### src/weighted_union_find_unit_defines.svh
// Assertion macros shared by the weighted union-find RTL.
`ifndef WEIGHTED_UNION_FIND_UNIT_DEFINES_SVH
`define WEIGHTED_UNION_FIND_UNIT_DEFINES_SVH

`ifndef SYNTHESIS

// Same-cycle implication.
`define WUF_ASSERT_IMP(label, clk, rst_n, ante, cons) \
  label: assert property (@(posedge clk) disable iff (!rst_n) (ante) |-> (cons)) \
    else $error("weighted union-find assertion failed");

// Next-cycle implication.
`define WUF_ASSERT_NXT(label, clk, rst_n, ante, cons) \
  label: assert property (@(posedge clk) disable iff (!rst_n) (ante) |=> (cons)) \
    else $error("weighted union-find assertion failed");

`else

`define WUF_ASSERT_IMP(label, clk, rst_n, ante, cons)
`define WUF_ASSERT_NXT(label, clk, rst_n, ante, cons)

`endif

`endif

### src/wuf_pkg.sv
package wuf_pkg;

  localparam int NODES_DEF = 1024;
  localparam int FIELD_W   = 10;

  typedef enum logic [2:0] {
    ST_CLEAR,
    ST_IDLE,
    ST_WALK_A,
    ST_WALK_B,
    ST_SIZE_B,
    ST_LINK
  } state_t;

  // Commands from the controller to the datapath
  typedef struct packed {
    logic clear;    // write one reset entry, advance sweep counter
    logic load;     // take the item, start walk from first node
    logic step;     // follow one parent link
    logic to_b;     // latch first root, start walk from second node
    logic size_ra;  // read size of first root
    logic size_rb;  // latch first size, read size of second root
    logic link;     // hang smaller tree, update size, emit item
  } cmd_t;

  // Status from the datapath to the controller
  typedef struct packed {
    logic clr_last;
    logic in_range;
    logic at_root;
    logic same_root;
    logic out_free;
  } sts_t;

endpackage

### src/wuf_ctrl.sv
`include "weighted_union_find_unit_defines.svh"

module wuf_ctrl (
  input  logic          clk,
  input  logic          rst_n,
  input  logic          in_valid,
  output logic          in_stall,
  input  wuf_pkg::sts_t sts,
  output wuf_pkg::cmd_t cmd
);
  import wuf_pkg::*;

  state_t state_r, state_nxt;

  always_ff @(posedge clk) begin
    if (!rst_n) begin
      state_r <= ST_CLEAR;
    end else begin
      state_r <= state_nxt;
    end
  end

  always_comb begin
    state_nxt = state_r;
    cmd       = '0;
    in_stall  = 1'b1;
    case (state_r)
      ST_CLEAR: begin
        cmd.clear = 1'b1;
        if (sts.clr_last) begin
          state_nxt = ST_IDLE;
        end
      end
      ST_IDLE: begin
        in_stall = 1'b0;
        // drop an item whose indices fall outside the tables
        if (in_valid && sts.in_range) begin
          cmd.load  = 1'b1;
          state_nxt = ST_WALK_A;
        end
      end
      ST_WALK_A: begin
        if (sts.at_root) begin
          cmd.to_b  = 1'b1;
          state_nxt = ST_WALK_B;
        end else begin
          cmd.step = 1'b1;
        end
      end
      ST_WALK_B: begin
        if (sts.at_root) begin
          if (sts.same_root) begin
            state_nxt = ST_IDLE;
          end else begin
            cmd.size_ra = 1'b1;
            state_nxt   = ST_SIZE_B;
          end
        end else begin
          cmd.step = 1'b1;
        end
      end
      ST_SIZE_B: begin
        cmd.size_rb = 1'b1;
        state_nxt   = ST_LINK;
      end
      ST_LINK: begin
        // hold until the output register can take the item
        if (sts.out_free) begin
          cmd.link  = 1'b1;
          state_nxt = ST_IDLE;
        end
      end
      default: begin
        state_nxt = ST_IDLE;
      end
    endcase
  end

  `WUF_ASSERT_IMP(a_link_needs_room, clk, rst_n, cmd.link, sts.out_free)

endmodule

### config.mk
export PLATFORM = sky130hd
export DESIGN_NAME = wuf_ctrl
export DESIGN_NICKNAME = d
export VERILOG_FILES = /design/src/wuf_pkg.sv /design/src/wuf_ctrl.sv
export VERILOG_INCLUDE_DIRS = /design/src /design/src/src
export SDC_FILE = /design/constraint.sdc
export NUM_CORES = 1
export LEC_CHECK = 0
export ABC_AREA = 1
export CORE_AREA = 2 2 39 41
export DETAILED_ROUTE_END_ITERATION = 12
export DIE_AREA = 0 0 41 43
export DONT_BUFFER_PORTS = 1
export GPL_TIMING_DRIVEN = 0
export SLEW_MARGIN = 10
export SYNTH_ARGS = -nofsm -noshare
export SYNTH_HDL_FRONTEND = slang
export SYNTH_SLANG_ARGS = --single-unit
### constraint.sdc
create_clock -name clk -period 1.2 [get_ports clk]
set_input_delay 0.06 -clock clk [delete_from_list [all_inputs] [get_ports clk]]
set_output_delay 0.06 -clock clk [all_outputs]
set_load 0.05 [all_outputs]
==> results of run 1 <==
==> layer usage <==
layer  wire (um)  global-route usage [%]  up-vias
li1            -                       -      163
met1         290                    9.29      137
met5           0                       0        -
met3          44                    6.81        0
met4           0                    2.00        0
met2         417                    15.9       11
==> critical path, stage by stage (launching register included) <==
cell     delay [ns]
dfxtp_2        0.36
inv_4          0.06
nor2_4         0.16
nand2_8        0.12
nor2_4         0.29
==> cell families (layout without fill, tap and decap cells) <==
family,after synthesis,in the layout,share of synthesized area [%]
AO/OA/AOI/OAI,5,5,10.6
buffers and inverters,8,18,11.5
flip-flops,3,3,23.1
AND/OR/NAND/NOR,28,28,54.8
==> worst min-delay path by stage <==
stage	to	slack, ns	cells after the start
5_1_grt	state_r[2]	0.18	3
4_1_cts	state_r[2]	0.15	3
2_1_floorplan	state_r[0]	0.18	2
6_report	state_r[2]	0.17	3
3_5_place_dp	state_r[0]	0.19	2
3_3_place_gp	state_r[0]	0.19	2
==> per-stage QoR <==
step | setup WS [ns] | TNS, ns | power (mW) | cell area [um^2]
floorplan | -0.113 | -0.206 | 0.928 | 288
global placement | -0.192 | -0.459 | 1.00 | 308
detailed placement | -0.191 | -0.495 | 1.01 | 308
CTS | -0.122 | -0.503 | 1.45 | 439
global route | -0.154 | -0.835 | 1.63 | 468
finish | -0.0865 | -0.364 | 1.52 | 468
==> final cells by class <==
class	count	area [um^2]
clock buffer	4	26.3
fill	146	916
inverter	8	38.8
multi-input combinational	33	267
sequential	3	68.8
tap	16	20.0
timing repair buffer	6	47.5
==> report_power, final <==
| part | internal (mW) | total [mW] | switching [mW] |
|---|---|---|---|
| Combinational | 0.306 | 1.08 | 0.777 |
| Sequential | 0.170 | 0.256 | 0.0861 |
| Clock | 0.125 | 0.180 | 0.0548 |
==> synthesized netlist by cell type <==
| library cell | instances | area [um^2] |
|---|---|---|
| a21boi_1 | 1 | 7.51 |
| a21oi_1 | 2 | 10.0 |
| dfxtp_1 | 3 | 60.1 |
| inv_1 | 6 | 22.5 |
| inv_2 | 2 | 7.51 |
| nand2_1 | 8 | 30.0 |
| nand2_2 | 2 | 12.5 |
| nand3_1 | 1 | 5.00 |
| nand3_2 | 2 | 20.0 |
| nand3b_2 | 1 | 11.3 |
| nand4_1 | 1 | 6.26 |
| nor2_1 | 8 | 30.0 |
| nor2_2 | 2 | 12.5 |
| nor3_1 | 3 | 15.0 |
| o21ai_0 | 1 | 5.00 |
| o21ai_1 | 1 | 5.00 |
==> what timing repair did <==
action | in CTS | in global routing
hold endpoints to repair | 3 | 0
endpoints found under the setup margin | 9 | 9
pin swaps | 6 | 5
resized for setup | 19 | 3
buffers inserted | 4 | 1
hold buffers | 1 | 0
==> metrics list, run 1 <==
* Vias in the first global route: 281
- After detailed routing, the number of remaining DRC violations is 0.
* Detailed-route vias per instance: 4.44
- In the layout the commonest cells are nor2_4, nand2_1, buf_4, inv_1.
* Average wire per cell in the routed design: roughly 11 um
* Period utilization: 107%
* Capture point of the worst path: cmd[5]
- The netlist uses 16 different library cells.
* Root Driver: clkbuf_4
- Violations in the final reports: setup timing
- For the worst-skew pair, the clock arrives at the later sink with an insertion delay of roughly 0.23 ns.
* Arrival time at the worst endpoint: about 1.2 ns
* Clock slew at the register clock pins of the worst setup and hold paths: 0.04 ns
* Detailed Route WL: 752 um
* Registers with the most flip-flops: state_r (3)
- TritonCTS clock tree: yes
- Counting every net in the synthesized netlist gives 52.
* Count of non-filler cells in the finished layout: 70
- The worst setup path is launched from a flop.
- Hold violation count in the final report: 0
* Register with the most flip-flops: state_r
* Worst slew margin: between 60 and 70%
* Hold slack: between 0.15 and 0.2 ns
* Launching element of the worst setup path: state_r[0]
- By startpoint and endpoint, the worst setup path is classified as flop to primary output.
* Warnings from Yosys: 0
- Post-layout utilization of the core: between 30% and 40%
- Mean Syn Cell Area: 5.91 um^2
- After global routing the overflow that remains totals 0.
* RSZ-0062 raised after global routing: true
- Setup slack on the critical path of the routed design comes to -0.0865 ns.
- After detailed placement, the design holds a cell count of 60.
* Endpoint type of the worst setup path: primary output
* Worst reg-to-reg path cell count: 5
- The HPWL after detailed placement is between 500 and 600 um.
- Part of the Yosys area used for sequential elements: about 23%
- Count of endpoints failing setup in the final report: 7
- Placer congestion estimate: approximately 0.74
* Flops & latches, synth: 3
* Maximum clock insertion buffer count: 2
- The post-route netlist has between 50 and 60% of its cells at a drive strength greater than 1.
- The detailed router placed 311 vias in this run.
- Number of sinks on the clock net: 3
* Highest clock frequency the design can meet: 777 MHz
- Global routing consumed, over all layers together, 9.63% of the routing resources.
* Max Transition Viols Final: 0
- Data required, critical path: 1.14 ns
* Overall die area: 1760 um^2
- Count of TritonRoute iterations in the first routing pass: 2
- The repair_antennas step left the layout with diodes totalling 0.
* Startpoint of the lowest-slack hold path: sts[1]
- Synthesis handed over a netlist of between 40 and 50 instances.
- In this run the static leakage power is between 0.15 and 0.2 nW.
- Max_cap viols: 0
- In this run the standard cell core region covers between 1000 and 1500 um^2.
* Count of boundary I/O pins: 16
- Synth-to-Final Area Change: 79.8%
* Post-layout min period: 1.29 ns
- Critical path peak fanout: 4
* Initial antenna violation count: 0
- Port-buffer cells: 0
* Number of levels the H-tree was split into: 1
* Antenna-violating nets left: 0
- Across the routed clock network, the largest skew measured is 0.00315 ns.
- Initial Utilization: 18.8%
- Height of the chip: 43 um
* Max rail drop VDD: a little under 0.0008 V
* Number of buffers inserted during clock tree synthesis: 3
- The min-delay analysis places its worst path in the category input port to flop.
- The flow ran to the end, but the final reports show violations.
- Entering global routing, the biggest net connects 6 pins.
- For the pin with the worst max-slew slack, the measured transition is 0.535 ns.
- Final Net Count: 63
- Worst r2r dst: state_r[2]
* First-pass GRT wire length: 1100 um
- The worst register-to-register path begins at state_r[1].
- Number of flip-flops under the largest register name: 3
- Summing every instance area after synthesis gives 260 um^2.
- The detailed router finished its first iteration with 6 violations.
- The floorplan has 14 rows.
* Internal reg-to-reg setup slack: -0.04 ns
- Cell Pwr Density: 3250 nW/um^2
* Chip width: 41 um
No activity file was read; power rests on OpenSTA's default activity.
==> run 2, diff against run 1 <==
Settings changed: GPL_TIMING_DRIVEN 0 to default.
==> run 2 against run 1 <==
  * The flow still finishes with violations (setup timing)
  * Register-to-register slack gained 0.14 ns
  * Non-clock buffer count is 9 higher
  * Hold slack got worse by 0.046 ns
  * Sequential power down 8.6%
  * Largest cell class unchanged
  * Largest power group unchanged
==> metrics list, run 2 (synthesis results as in run 1) <==
- Number of buffers inserted during clock tree synthesis: 3
- Vias in the first global route: 311
- By startpoint and endpoint, the worst setup path is classified as flop to primary output.
* Endpoint type of the worst setup path: primary output
- Placer congestion estimate: 0.800
- Worst min-delay path endpoint: state_r[2]
- Final Net Count: 72
- After the first detailed-routing iteration, the DRC count stood at 4.
- Most common cell after layout, fill and taps aside: buf_4
- STA classifies the critical path startpoint as a flop.
- Overall die area: 1760 um^2
- The area growth from synthesis to layout is 99.5%.
- CP Buf/Inv Count: 2
* Period utilization: 103%
- The final reports fail on setup timing.
- For the worst setup path, the data required time is 1.14 ns.
- After legalization and detailed placement, the total HPWL measured 530 um.
* Top library cells by usage in the layout, fill and taps aside: buf_4, nand2_1, inv_1, nor2_2
- After detailed routing, the number of vias per cell comes to 4.53.
- Delay-heaviest family, CP: simple AND/OR/NAND/NOR gates
- From bottom edge to top edge, the die measures 43 um.
- Worst Slack Setup Final: -0.0330 ns
* Site Rows: 14
- In this run the number of H-tree levels came out at 1.
- TritonCTS clock tree: yes
* Post-DP Area: 413 um^2
* RSZ-0062 raised after global routing: true
- Count of non-filler cells in the finished layout: 79
- The number of antenna diodes in the final layout is 0.
* Design area: 519 um^2
* Average wire per cell in the routed design: 8.66 um
- Skew-Pair Late Insertion Delay: around 0.24 ns
- Status: finished with violations
* Worst reg-to-reg path cell count: 6
- Clock slew at the register clock pins of the worst setup and hold paths: 0.04 ns
* Worst r2r dst: state_r[0]
* Chip width: slightly above 40 um
- The signal on the critical path passes through inv_2, nor3_2, nand2_1, nor2_4, buf_12.
- Based on the critical path, the design can be clocked at up to 811 MHz.
- Entering global routing, the biggest net connects 6 pins.
- Footprint of the multi-input gates: 210 um^2
- Arrival time at the worst endpoint: 1.17 ns
- Once the floorplan was initialized, standard cells occupied a little under a fifth of the core.
- The layout has 150 filler cells.
- Startpoint of the lowest-slack hold path: sts[1]
- The post-route netlist has between 60% and 70% of its cells at a drive strength greater than 1.
- # placed instances: 69
- Final hold analysis gives a worst-case slack of 0.119 ns.
* Via count of the routed design: 358
* Count of unresolved DRC violations after routing: 0
- Post-layout min period: between 1 and 1.5 ns
- Count of boundary I/O pins: 16
- For this block, the routed nets add up to roughly 680 um of wire.
* Final Skew: between 0.005 and 0.006 ns
* Global Route Usage Sum: approximately 8.9%
* Startpoint of the worst register-to-register path: state_r[0]
* Max Transition Viols Final: 0
- Maximum clock insertion buffer count: 2
* Count of endpoints failing setup in the final report: 1
- Registers with the most flip-flops: state_r (3)
- In this run the tool buffered the top-level ports with 0 buffer cells.
* Worst slew margin: 88.5%
- The tree built by TritonCTS fans out to 3 sinks.
- Root Driver: clkbuf_4
- Dividing total power by cell area gives a power density of 3000 nW/um^2.
- Critical Path Stages: 5
- Critical path peak fanout: 4
- For the pin with the worst max-slew slack, the measured transition is about 0.17 ns.
- Summed over all layers, the global routing overflow is 0.
* Area of the core region: 1380 um^2
* Max rail drop VDD: about 0.0011 V
- The number of antenna violations at the first check in global routing came to 0.
- In this run the register-to-register setup slack is 0.10 ns.
- Counting instances, the worst hold path has a depth of 3.
- The register with the most flip-flops in the layout has 3 of them.
- The count of nets left with antenna violations once routing finished came out at 0.
- Among all stages on the critical path, the largest delay is contributed by dfxtp_2.
- The path class of the tightest hold or removal check is input port to flop.
- The number of hold violations in the final report came to 0.
- Ranked by flip-flop count, first place goes to state_r.
- The first global-routing pass estimated between 1000 and 1500 um of wire.
- Count of TritonRoute iterations in the first routing pass: 4
* Peak per-stage delay on the critical path: 0.34 ns
* Max_cap viols: 0
- Leakage power: 0.245 nW
- FF/Latch Area: approximately 66 um^2
## run 2: repair_timing
action,4_1_cts,5_1_grt
setup endpoints to repair,6,6
pin swaps,3,3
gates resized for setup,7,5
endpoints found under the hold margin,3,0
hold buffers,1,0
buffers inserted,4,1
## run 2: routing by layer
layer	share of wire [%]	GRT usage [%]	vias up
met3	2.5	1.57	2
met1	39	9.58	166
met5	0	0	-
li1	-	-	182
met2	56	13.8	8
met4	2.0	8.00	0
## run 2: tightest hold or removal path, delay by kind of cell
kind	cells	cell delay (ns)
buffers and inverters	1	0.07
AO/OA/AOI/OAI	2	0.19
## run 2: worst max-delay path by stage
stage | from | to | slack [ns]
6_report | state_r[0] | cmd[2] | -0.03
5_1_grt | state_r[0] | cmd[2] | -0.08
4_1_cts | state_r[1] | cmd[6] | -0.03
3_5_place_dp | state_r[1] | state_r[1] | 0.05
3_3_place_gp | state_r[1] | cmd[2] | 0.05
2_1_floorplan | state_r[1] | cmd[6] | -0.11
## run 2: cell type report
type / count / area share [%]
sequential: 3 / 12.8
timing repair buffer: 15 / 31.6
clock buffer: 4 / 5.06
inverter: 8 / 6.27
multi-input combinational: 33 / 40.5
tap: 16 / 3.86
## run 2: stage by stage
stage | setup slack [ns] | setup TNS, ns | power (mW) | utilization [%]
after global routing | -0.0801 | -0.198 | 1.66 | 37.5
final | -0.0330 | -0.0330 | 1.56 | 37.5
after CTS | -0.0254 | -0.0557 | 1.49 | 35.8
after detailed placement | 0.0529 | 0 | 1.19 | 29.8
after floorplan | -0.113 | -0.206 | 0.928 | -
after global placement | 0.0533 | 0 | 1.18 | 29.8
## run 2: report_power, final
group,total (mW),switching (mW),internal [mW],leakage [nW]
Clock,0.182,0.0570,0.125,0.0150
Combinational,1.14,0.715,0.427,0.204
Sequential,0.234,0.0704,0.164,0.0261
Total,1.56,0.842,0.716,0.245
==> run 3, diff against run 2 <==
Settings changed: CELL_PAD_IN_SITES_DETAIL_PLACEMENT from default to 2, CELL_PAD_IN_SITES_GLOBAL_PLACEMENT from default to 2, PLACE_DENSITY_LB_ADDON from default to 0.1.
==> run 3 against run 2 <==
  * The flow still finishes with violations (setup timing)
  * Sequential share of layout area grew 0.12 points
  * Combinational power grew 11%
  * Via count shrank 1.1%
  * First-iteration DRC count shrank 100%
  * Die area is the same
  * Global-route usage grew 7.2 points
  * Non-clock buffer count shrank 1
  * Clock skew shrank 0.0020 ns
  * Final cell count shrank 1.3%
  * Maximum frequency grew 0.23%
  * Critical path depth is the same
  * Routed wire length grew 67%
==> metrics list, run 3 (synthesis results as in run 1) <==
- Status: finished with violations
- Violations in the final reports: setup timing
- TritonCTS clock tree: yes
* Global Route Usage Sum: 16.1%
* Port-buffer cells: 0
- Worst reg-to-reg path cell count: 7
- Internal reg-to-reg setup slack: 0.07 ns
- After routing the design area is 553 um^2.
- Overflow left after global routing: 0
* Skew-Pair Late Insertion Delay: 0.23 ns
- Number of flip-flops under the largest register name: 3
- Root Driver: clkbuf_4
* Initial antenna violation count: 0
* Count of boundary I/O pins: 16
* Worst min-delay path category: input port to flop
* Hold violation count in the final report: 0
- The detailed router placed 354 vias in this run.
* Pin count of the biggest net entering global routing: 6
* Endpoint type of the worst setup path: primary output
* Count of non-filler cells in the finished layout: 78
- Max Transition Viols Final: 0
- Worst path cell trace: inv_6, nor3_4, nand2_2, nor2_4, buf_12
- The repair_antennas step left the layout with diodes totalling 0.
- Delay-heaviest family, CP: simple AND/OR/NAND/NOR gates
* Number of levels the H-tree was split into: 1
- Worst r2r dst: state_r[1]
- The first global-routing pass estimated 1860 um of wire.
* Register with the most flip-flops: state_r
* Synth-to-Final Area Change: 112%
* Number of buffers inserted during clock tree synthesis: 3
* Final Net Count: 71
- After the first detailed-routing iteration, the DRC count stood at 0.
* CP Buf/Inv Count: 2
- Power spread over the standard cell area amounts to 3090 nW/um^2.
- Peak per-stage delay on the critical path: 0.36 ns
- In the routed design, unresolved DRC markers number 0.
* Worst Slack Setup Final: -0.0302 ns
* Overall die area: approximately 1800 um^2
- The slowest stage of the critical path belongs to the cell dfxtp_4.
- The initialized floorplan defines 14 standard-cell rows.
- Data arrives at the worst endpoint at 1.17 ns.
* Clock slew at the register clock pins of the worst setup and hold paths: 0.04 ns
- Setup repair after global routing could not meet its margin everywhere.
- Critical path peak fanout: 4
- Following the worst setup path forward leads to its endpoint at cmd[2].
- Across the routed clock network, the largest skew measured is between 0.003 and 0.004 ns.
- Max-cap violations in this run came to 0.
- In the routed layout, each cell is associated on average with a via count of 4.54.
- The critical path crosses 5 cells after its start point.
* Worst setup path category: flop to primary output
- For this run, the detailed router's first-pass iteration total came to 1.
- Cells with a size suffix above 1 make up between 60% and 70% of the layout.
- Post-DP Area: about 400 um^2
- Data on the critical path is required at its endpoint by approximately 1.1 ns.
* # placed instances: 68
- Registers with the most flip-flops: state_r (3)
- Headroom to the max-slew limit came out at about 85%.
* Vias in the first global route: 410
- STA classifies the critical path startpoint as a flop.
- The startpoint identified for the worst register-to-register timing path is state_r[2].
- The count of nets left with antenna violations once routing finished came out at 0.
- The die is between 40 and 50 um tall.
- The analysis attributes to cell leakage a power of around 0.24 nW.
- From left edge to right edge, the die measures 41 um.
- No sink is reached through more buffers than the 2 on the longest clock path.
- Summed over all nets, the half-perimeter wirelength after detailed placement is 877 um.
- The routed design has ~1100 um of wire.
- Setup violations remaining at the end of the flow were counted as 3.
- At the pin with the least slew margin, the transition time is about 0.22 ns.
- Max rail drop VDD: 0.000888 V
- Counting I/O delays and the setup requirement, the final critical path takes 1.23 ns.
- Number of sinks on the clock net: 3
* Period utilization: 103%
* Area of the core region: 1380 um^2
* Initial Utilization: 18.8%
- Placer congestion estimate: 0.661
- Average wire per cell in the routed design: 14.6 um
- Timing would allow up to 813 MHz.
- In the layout the commonest cells are nand2_1, buf_4, inv_1, buf_6.
- WHS Path Cells: 2
* Launching element of the worst setup path: state_r[0]
[run 3: cell count changes in the layout (fill, tap and decap cells not counted), moves of 2 or more]
cell     change
buf_4        -2
buf_6        +2
dfxtp_2      -2
dfxtp_4      +2
inv_2        -2
nor2_2       -2
nor3_2       -2
nor3_4       +2
[run 3: cell type report]
class	instances	area, um^2
inverters	8	40.0
clock buffers	4	26.3
repair buffers	14	151
well taps	16	20.0
fillers	166	831
multi-input cells	33	244
flip-flops and latches	3	71.3
[run 3: timing repair]
item | CTS | global route
setup buffers | 4 | 1
endpoints found under the setup margin | 9 | 10
pin swaps | 3 | 4
resized for setup | 16 | 9
hold endpoints to repair | 2 | 0
hold buffers | 1 | 0
[run 3: how the worst min path moves through the flow]
stage / from / to
2_1_floorplan: rst_n / state_r[0]
3_3_place_gp: rst_n / state_r[0]
3_5_place_dp: rst_n / state_r[0]
4_1_cts: rst_n / state_r[2]
5_1_grt: rst_n / state_r[2]
6_report: rst_n / state_r[2]
[run 3: metal layers]
layer | vias to the layer above | part of all wire, % | global-route usage (%)
li1 | 175 | - | -
met1 | 171 | 35 | 16.3
met2 | 8 | 63 | 29.7
met3 | 0 | 2.0 | 1.57
met4 | 0 | 0 | 8.00
met5 | - | 0 | 0
[run 3: metrics by stage]
step / TNS [ns] / hold slack (ns) / util [%] / power [mW] / setup WS [ns]
2_1_floorplan: -0.206 / 0.180 / - / 0.928 / -0.113
3_3_place_gp: 0 / 0.198 / 28.4 / 1.17 / 0.0536
3_5_place_dp: -0.132 / 0.200 / 28.4 / 1.22 / -0.108
4_1_cts: -0.0946 / 0.00961 / 37.0 / 1.59 / -0.0567
5_1_grt: -0.503 / 0.00980 / 40.0 / 1.84 / -0.114
6_report: -0.0645 / 0.00176 / 40.0 / 1.71 / -0.0302
[run 3: report_power, final]
group | total (mW) | internal (mW) | switching, mW
Combinational | 1.26 | 0.445 | 0.815
Clock | 0.174 | 0.124 | 0.0500
Sequential | 0.277 | 0.177 | 0.0990
Total | 1.71 | 0.747 | 0.964
